### src/tpa_pkg.sv
// ----------------------------------------------------------------------------
// Tachometer period average: shared types and constants
// Holds the divider width, the rpm numerator, the state encoding and the
// command word that the top level hands to the serial divider.
// ----------------------------------------------------------------------------
`default_nettype none

package tpa_pkg;

    // Field widths fixed by the interface.
    localparam int TS_W     = 32;
    localparam int SMP_W    = 10;
    localparam int PERIOD_W = 16;
    localparam int RPM_W    = 26;

    // Serial divider: 26-bit dividend/quotient, 16-bit divisor.
    localparam int DIV_W     = 26;
    localparam int DVR_W     = 16;
    localparam int DIV_CNT_W = 5;

    localparam logic [RPM_W-1:0]    RPM_NUMERATOR = 26'd60000000;
    localparam logic [PERIOD_W-1:0] PERIOD_MAX    = 16'hFFFF;
    localparam logic [SMP_W-1:0]    THRESH_RESET  = 10'd512;

    // Input command codes.
    localparam logic CMD_SAMPLE = 1'b0;
    localparam logic CMD_CLEAR  = 1'b1;

    typedef enum logic [2:0] {
        ST_IDLE,
        ST_UPDATE,
        ST_AVG,
        ST_RPM,
        ST_DONE
    } tpa_state_t;

    // Start request for the serial divider.
    typedef struct packed {
        logic                 start;
        logic [DIV_CNT_W-1:0] iters;
    } div_cmd_t;

endpackage

`default_nettype wire

### src/tachometer_period_average.sv
// ----------------------------------------------------------------------------
// Tachometer period average
// Detects beam breaks in photodiode samples, keeps a ring of the last
// SAMPLES periods with a running sum, and reports the average period,
// the speed in rpm and the peak speed once the ring is full.
// ----------------------------------------------------------------------------
//
//  Channel   Direction  Handshake             Word
//  s_*       in         s_tvalid / s_tready   tuser = cmd, tdata = time, sample
//  m_*       out        m_tvalid / m_tready   tdata = marked .. peak_rpm
//  cfg_*     in         cfg_valid / cfg_ready cfg_data = threshold
//
//  A clear command, or a sample while the ring is not full, passes from
//  acceptance through the update and done steps to the result register.
//  With the ring full, the serial divider forms one quotient bit per cycle,
//  first for sum / SAMPLES, then, if the average is not zero, for
//  60000000 / average. A new word is taken while a result waits in the
//  output register; a result that cannot leave holds the block in its last
//  step. Reset is synchronous and active low; the ring needs no clearing.
//
`default_nettype none

module tachometer_period_average #(
    parameter int SAMPLES = 8
) (
    input  wire logic        aclk,
    input  wire logic        aresetn,
    // Input stream.
    input  wire logic        s_tvalid,
    output logic             s_tready,
    input  wire logic [0:0]  s_tuser,   // [0] cmd
    input  wire logic [47:0] s_tdata,   // [31:0] timestamp_us, [41:32] sample, [47:42] zero
    // Result stream.
    output logic             m_tvalid,
    input  wire logic        m_tready,
    output logic [71:0]      m_tdata,   // [0] marked, [1] full_res, [17:2] avg_period,
                                        // [43:18] speed_rpm, [69:44] peak_rpm, [71:70] zero
    // Threshold register write.
    input  wire logic        cfg_valid,
    output logic             cfg_ready,
    input  wire logic [9:0]  cfg_data
);

    import tpa_pkg::*;

    localparam int IDX_W     = (SAMPLES > 1) ? $clog2(SAMPLES) : 1;
    localparam int CNT_W     = $clog2(SAMPLES + 1);
    localparam int SUM_W     = PERIOD_W + $clog2(SAMPLES);
    localparam int SUM_SHIFT = DIV_W - SUM_W;

    // Control state.
    tpa_state_t         state_reg, state_next;
    logic [SMP_W-1:0]   threshold_reg;
    logic [SUM_W-1:0]   sum_reg;
    logic [TS_W-1:0]    last_reg;
    logic [CNT_W-1:0]   fill_reg;
    logic [IDX_W-1:0]   wi_reg;
    logic [RPM_W-1:0]   best_reg;
    logic               m_tvalid_reg;

    // Latched input word and per-item results.
    logic               cmd_reg;
    logic [TS_W-1:0]    ts_reg;
    logic [SMP_W-1:0]   smp_reg;
    logic               marked_reg;
    logic               full_reg;
    logic [PERIOD_W-1:0] avg_reg;
    logic [RPM_W-1:0]   speed_reg;
    logic [71:0]        m_tdata_reg;

    // Period ring.
    logic [PERIOD_W-1:0] ring_mem [SAMPLES];
    logic [PERIOD_W-1:0] old_reg;

    // Update datapath.
    logic                mark;
    logic [TS_W-1:0]     diff;
    logic [PERIOD_W-1:0] period;
    logic                full_now;
    logic                full_next;
    logic [SUM_W-1:0]    sum_next;
    logic [CNT_W-1:0]    fill_next;
    logic [IDX_W-1:0]    wi_next;
    logic [RPM_W-1:0]    best_next;

    // Handshake and divider control.
    logic                in_accept;
    logic                out_load;
    div_cmd_t            div_cmd;
    logic [DIV_W-1:0]    div_dividend;
    logic [DVR_W-1:0]    div_divisor;
    logic                div_done;
    logic [DIV_W-1:0]    div_quot;

    assign in_accept = s_tvalid && s_tready;
    assign out_load  = (state_reg == ST_DONE) && (!m_tvalid_reg || m_tready);

    // Mark detection and ring/sum update for the latched word.
    always_comb begin
        mark     = (smp_reg <= threshold_reg) && (ts_reg != last_reg);
        diff     = ts_reg - last_reg;
        period   = (diff[TS_W-1:PERIOD_W] != '0) ? PERIOD_MAX : diff[PERIOD_W-1:0];
        full_now = (fill_reg == CNT_W'(SAMPLES));
        if (mark) begin
            full_next = full_now || (fill_reg == CNT_W'(SAMPLES - 1));
            fill_next = full_now ? fill_reg : fill_reg + CNT_W'(1);
            sum_next  = sum_reg - (full_now ? SUM_W'(old_reg) : '0) + SUM_W'(period);
            wi_next   = (wi_reg == IDX_W'(SAMPLES - 1)) ? '0 : wi_reg + IDX_W'(1);
        end else begin
            full_next = full_now;
            fill_next = fill_reg;
            sum_next  = sum_reg;
            wi_next   = wi_reg;
        end
        best_next = (speed_reg > best_reg) ? speed_reg : best_reg;
    end

    // Next-state logic.
    always_comb begin
        state_next = state_reg;
        unique case (state_reg)
            ST_IDLE: begin
                if (in_accept) begin
                    state_next = ST_UPDATE;
                end
            end
            ST_UPDATE: begin
                if (cmd_reg == CMD_CLEAR || !full_next) begin
                    state_next = ST_DONE;
                end else begin
                    state_next = ST_AVG;
                end
            end
            ST_AVG: begin
                if (div_done) begin
                    state_next = (div_quot[PERIOD_W-1:0] == '0) ? ST_DONE : ST_RPM;
                end
            end
            ST_RPM: begin
                if (div_done) begin
                    state_next = ST_DONE;
                end
            end
            ST_DONE: begin
                if (out_load) begin
                    state_next = ST_IDLE;
                end
            end
            default: state_next = ST_IDLE;
        endcase
    end

    // Outputs of the state machine: input ready and divider requests.
    always_comb begin
        s_tready      = 1'b0;
        div_cmd.start = 1'b0;
        div_cmd.iters = DIV_CNT_W'(SUM_W);
        div_dividend  = DIV_W'(sum_next) << SUM_SHIFT;
        div_divisor   = DVR_W'(SAMPLES);
        unique case (state_reg)
            ST_IDLE: begin
                s_tready = 1'b1;
            end
            ST_UPDATE: begin
                div_cmd.start = (cmd_reg == CMD_SAMPLE) && full_next;
            end
            ST_AVG: begin
                div_cmd.start = div_done && (div_quot[PERIOD_W-1:0] != '0);
                div_cmd.iters = DIV_CNT_W'(DIV_W);
                div_dividend  = DIV_W'(RPM_NUMERATOR);
                div_divisor   = div_quot[PERIOD_W-1:0];
            end
            ST_RPM, ST_DONE: begin
                s_tready = 1'b0;
            end
            default: s_tready = 1'b0;
        endcase
    end

    tpa_div_serial u_div (
        .aclk     (aclk),
        .aresetn  (aresetn),
        .cmd_in   (div_cmd),
        .dividend (div_dividend),
        .divisor  (div_divisor),
        .done     (div_done),
        .quotient (div_quot)
    );

    // Control registers: state, threshold, ring bookkeeping, peak, valid.
    always_ff @(posedge aclk) begin
        if (!aresetn) begin
            state_reg     <= ST_IDLE;
            threshold_reg <= THRESH_RESET;
            sum_reg       <= '0;
            last_reg      <= '0;
            fill_reg      <= '0;
            wi_reg        <= '0;
            best_reg      <= '0;
            m_tvalid_reg  <= 1'b0;
        end else begin
            state_reg <= state_next;
            if (cfg_valid && cfg_ready) begin
                threshold_reg <= cfg_data;
            end
            if (state_reg == ST_UPDATE) begin
                if (cmd_reg == CMD_CLEAR) begin
                    sum_reg  <= '0;
                    last_reg <= '0;
                    fill_reg <= '0;
                    wi_reg   <= '0;
                    best_reg <= '0;
                end else if (mark) begin
                    sum_reg  <= sum_next;
                    last_reg <= ts_reg;
                    fill_reg <= fill_next;
                    wi_reg   <= wi_next;
                end
            end
            if (out_load) begin
                best_reg     <= best_next;
                m_tvalid_reg <= 1'b1;
            end else if (m_tready) begin
                m_tvalid_reg <= 1'b0;
            end
        end
    end

    // Payload registers: input word, per-item results, output word.
    always_ff @(posedge aclk) begin
        if (in_accept) begin
            cmd_reg <= s_tuser[0];
            ts_reg  <= s_tdata[TS_W-1:0];
            smp_reg <= s_tdata[TS_W+SMP_W-1:TS_W];
        end
        if (state_reg == ST_UPDATE) begin
            marked_reg <= (cmd_reg == CMD_SAMPLE) && mark;
            full_reg   <= (cmd_reg == CMD_SAMPLE) && full_next;
            avg_reg    <= '0;
            speed_reg  <= '0;
        end
        if (state_reg == ST_AVG && div_done) begin
            avg_reg <= div_quot[PERIOD_W-1:0];
        end
        if (state_reg == ST_RPM && div_done) begin
            speed_reg <= div_quot[RPM_W-1:0];
        end
        if (out_load) begin
            m_tdata_reg <= {2'b00, best_next, speed_reg, avg_reg, full_reg, marked_reg};
        end
    end

    // Period ring: written on a mark, read every cycle at the write index.
    always_ff @(posedge aclk) begin
        if (state_reg == ST_UPDATE && cmd_reg == CMD_SAMPLE && mark) begin
            ring_mem[wi_reg] <= period;
        end
        old_reg <= ring_mem[wi_reg];
    end

    assign m_tvalid  = m_tvalid_reg;
    assign m_tdata   = m_tdata_reg;
    assign cfg_ready = 1'b1;

endmodule

`default_nettype wire

### src/tpa_div_serial.sv
// ----------------------------------------------------------------------------
// Tachometer period average: bit-serial restoring divider
// Produces one quotient bit per cycle. The dividend is loaded left aligned
// in a shift register; after cmd_in.iters steps the low bits of that
// register hold the quotient. done pulses for one cycle at the end.
// ----------------------------------------------------------------------------
`default_nettype none

module tpa_div_serial (
    input  wire logic                      aclk,
    input  wire logic                      aresetn,
    input  wire tpa_pkg::div_cmd_t         cmd_in,
    input  wire logic [tpa_pkg::DIV_W-1:0] dividend,
    input  wire logic [tpa_pkg::DVR_W-1:0] divisor,
    output logic                           done,
    output logic [tpa_pkg::DIV_W-1:0]      quotient
);

    import tpa_pkg::*;

    logic [DIV_W-1:0]     work_reg;
    logic [DVR_W-1:0]     rem_reg;
    logic [DVR_W-1:0]     dvr_reg;
    logic [DIV_CNT_W-1:0] cnt_reg;
    logic                 busy_reg;
    logic                 done_reg;

    logic [DVR_W:0]       rem_shift;
    logic                 q_bit;
    logic [DVR_W-1:0]     rem_next;
    logic [DIV_W-1:0]     work_next;

    // One restoring step: shift in the next dividend bit, try a subtract.
    always_comb begin
        rem_shift = {rem_reg, work_reg[DIV_W-1]};
        q_bit     = (rem_shift >= {1'b0, dvr_reg});
        rem_next  = q_bit ? DVR_W'(rem_shift - {1'b0, dvr_reg}) : rem_shift[DVR_W-1:0];
        work_next = {work_reg[DIV_W-2:0], q_bit};
    end

    // Control: step counter, busy and done flags.
    always_ff @(posedge aclk) begin
        if (!aresetn) begin
            busy_reg <= 1'b0;
            done_reg <= 1'b0;
            cnt_reg  <= '0;
        end else begin
            done_reg <= busy_reg && (cnt_reg == DIV_CNT_W'(1));
            if (cmd_in.start) begin
                busy_reg <= 1'b1;
                cnt_reg  <= cmd_in.iters;
            end else if (busy_reg) begin
                cnt_reg <= cnt_reg - DIV_CNT_W'(1);
                if (cnt_reg == DIV_CNT_W'(1)) begin
                    busy_reg <= 1'b0;
                end
            end
        end
    end

    // Datapath: partial remainder and dividend/quotient shift register.
    always_ff @(posedge aclk) begin
        if (cmd_in.start) begin
            work_reg <= dividend;
            rem_reg  <= '0;
            dvr_reg  <= divisor;
        end else if (busy_reg) begin
            work_reg <= work_next;
            rem_reg  <= rem_next;
        end
    end

    assign done     = done_reg;
    assign quotient = work_reg;

endmodule

`default_nettype wire

### config.mk
export PLATFORM = sky130hd
export DESIGN_NAME = tachometer_period_average
export DESIGN_NICKNAME = d
export VERILOG_FILES = /design/src/tpa_pkg.sv /design/src/tachometer_period_average.sv /design/src/tpa_div_serial.sv
export SDC_FILE = /design/constraint.sdc
export NUM_CORES = 1
export LEC_CHECK = 0
export ABC_AREA = 1
export BUFFER_PORTS_ARGS = -buffer_cell sky130_fd_sc_hd__buf_2
export CORE_ASPECT_RATIO = 0.8
export CORE_MARGIN = 4
export CORE_UTILIZATION = 40
export CTS_CLUSTER_DIAMETER = 40
export DETAILED_ROUTE_END_ITERATION = 12
export PLACE_DENSITY_LB_ADDON = 0.1
export SYNTH_ARGS = -nofsm -noshare
export SYNTH_HDL_FRONTEND = slang
export SYNTH_SLANG_ARGS = --single-unit
export TNS_END_PERCENT = 30
### constraint.sdc
create_clock -name aclk -period 8.47 [get_ports aclk]
set_input_delay 0.4235 -clock aclk [delete_from_list [all_inputs] [get_ports aclk]]
set_output_delay 0.4235 -clock aclk [all_outputs]
set_load 0.02 [all_outputs]
==> run summary <==
clk buf depth - 3
element type at the critical path end - flip-flop
arrival time at the worst endpoint - 6.33 ns
Synth top area share - 42.7%
Clock Skew - 0.0208 ns
total negative setup slack - 0 ns
H-tree depth - 3
I/O Pins - 139
Peak VDD IR - 0.164 mV
fill count - 5369
GR Util met1 - 27.3%
crit path launch type - flip-flop
YS warnings - 0
routed wire length - 57.4 mm
pwr/cell area - 229 nW/µm²
antenna cells - 0
row cnt - 78
worst-margin pin slew - 1.17 ns
Seq/Total Area, Yosys - 54.7%
Starting Density - 40.5%
Synth Register Bits - 464
Post-synth EDFFs - 327
grt met2 use - 29.2%
count leader, synth - nand2_1
CTS tree - built
Final Hold Vio Count - 0
Final #Nets - 2803
layout cells sized above 1 - 13.5%
Max Slew Vio Count - 0
vias in the first global route - 16500
slowest CP cell - nor2_4
Final setup viols - 0
max FFs per register - 128
TritonRoute pass-1 iters - 5
dpl hpwl - 40.0 mm
antenna viol nets, final - 0
core area - 56800 µm²
RD Place Congestion - 0.893
Hold Crit Class - in -> reg
vias per cell - 4.97
Register Area - 12600 µm²
ys flop type - edfxtp_1
global-route wire length before repair - 91.2 mm
GRT Max-Usage Layer - met2
die area - 61400 µm²
synthesis-to-finish area growth - 18.4%
Max Clk Rate - 170 MHz
Worst-Skew Late Latency - 0.60 ns
Final WS setup - 2.58 ns
DR WL/cell - 16.7 µm
Worst path max stage delay - 0.50 ns
area of the multi-input gates - 8880 µm²
Final Cycle Share - 69.6%
outcome - completed
Async S/R FF share, synth - 0%
top post-synthesis cells by count - nand2_1, edfxtp_1, inv_1
Worst Path Buf+Inv - 5
most used cell, CP - nand2_1
Final min period - 5.89 ns
Leakage Power - 11.2 nW
initial antenna violation count - 0
CTS root buf - clkbuf_16
area leader, netlist - edfxtp_1
GRT overflow - 0
Final Power - 6.24 mW
Syn Inst Count - 2420
netlist area before placement - 23000 µm²
mean post-synth cell area - 9.50 µm²
top post-synthesis cells by area - edfxtp_1, dfxtp_1, nand2_1
cts bufs inserted - 71
GRT met3 Usage - 3.43%
clk sink count - 464
DRC Markers - 0
cts repair resizes - 0
Setup WS pre-CTS - 2.63 ns
port bufs - 129
maxcap violations - 0
cell family with most CP delay - simple AND/OR/NAND/NOR gates
all-layer global routing usage - 18.8%
clock transition at the registers of the reported paths - 0.05 ns
DRT iter0 DRCs - 1231
max_slew headroom - 22.1%
RSZ-0062 raised after global routing - false
critical path required time - 8.90 ns
post-synth cell types - 52
CP Class - reg -> reg
largest net degree at the start of global routing - 88
worst-path fanout max - 17
Chip Width - 276 µm
die height - 222 µm
vias - 17000
[logic make-up after synthesis]
| kind of cell | share of synthesized area (%) |
|---|---|
| AOI/OAI and AO/OA | 8.92 |
| adders and majority gates | 7.45 |
| DFF | 54.7 |
| and+or+nand+nor | 20.3 |
| other | 0.0327 |
| xor gates and xnor gates | 1.72 |
| buffers and inverters | 6.90 |
[worst reg2reg max path, delay by kind of cell, from the launching register on]
kind	cells	cell delay, ns
buffers and inverters	5	0.43
and+or+nand+nor	18	2.60
DFF	1	0.34
xor gates and xnor gates	1	0.11
AOI/OAI and AO/OA	5	0.76
adders and majority gates	5	1.48
[cell usage in the layout, fill, tap and decap left out, types with 48 or more instances in the layout]
cell type and count:
dfxtp_1 137, a21oi_1 197, buf_2 129, nand3_1 103, inv_1 325, o21ai_0 59
clkbuf_16 72, nand2_1 505, ha_1 108, edfxtp_1 327, nand3b_1 48, nor2_1 186
[where the power goes]
group | leakage [nW] | internal, mW | switching [mW]
sequential | 4.47 | 2.52 | 0.0443
combinational | 5.54 | 0.261 | 0.550
clock | 1.15 | 1.73 | 1.14
total | 11.2 | 4.51 | 1.73
[area by class of cell]
class | instances | share of cell area [%]
tap | 760 | 3.49
clock inverter | 54 | 1.98
inverter | 335 | 4.63
clock buffer | 78 | 6.70
sequential | 464 | 46.2
timing repair buffer | 189 | 4.40
multi-input combinational | 1552 | 32.6
[layer usage]
layer | part of all wire, % | vias to the layer above | wire [µm]
met4 | 1.8 | 0 | 1060
met5 | 0 | - | 0
li1 | - | 8552 | -
met1 | 48 | 8046 | 27600
met2 | 45 | 368 | 25700
met3 | 5.2 | 78 | 2990
[final timing paths]
kind	startpoint	to	slack, ns	cells after the start
worst min-delay path	cfg_data[0]	threshold_reg[0]	0.05	3
worst max register to register	ts_reg[0]	u_div.quotient[19]	2.58	34
worst min register to register	avg_reg[14]	m_tdata[16]	0.42	0
worst max-delay path	ts_reg[0]	u_div.quotient[19]	2.58	34
[what timing repair did]
| action | CTS | global route |
|---|---|---|
| endpoints found under the setup margin | 0 | 0 |
| buffers inserted | 0 | 0 |
| endpoints found under the hold margin | 41 | 0 |
| hold buffers | 41 | 0 |
[metrics by stage]
step	instances	cell area, µm²	util (%)	hold slack [ns]
after floorplan	2421	23000	-	0.400
after global placement	3259	24400	43.0	0.404
after detailed placement	3259	24400	43.0	0.405
after CTS	3432	27200	47.9	0.0203
after global routing	3432	27200	47.9	0.0240
final	3432	27200	47.9	0.0512
(Power assumes the default switching activity.)
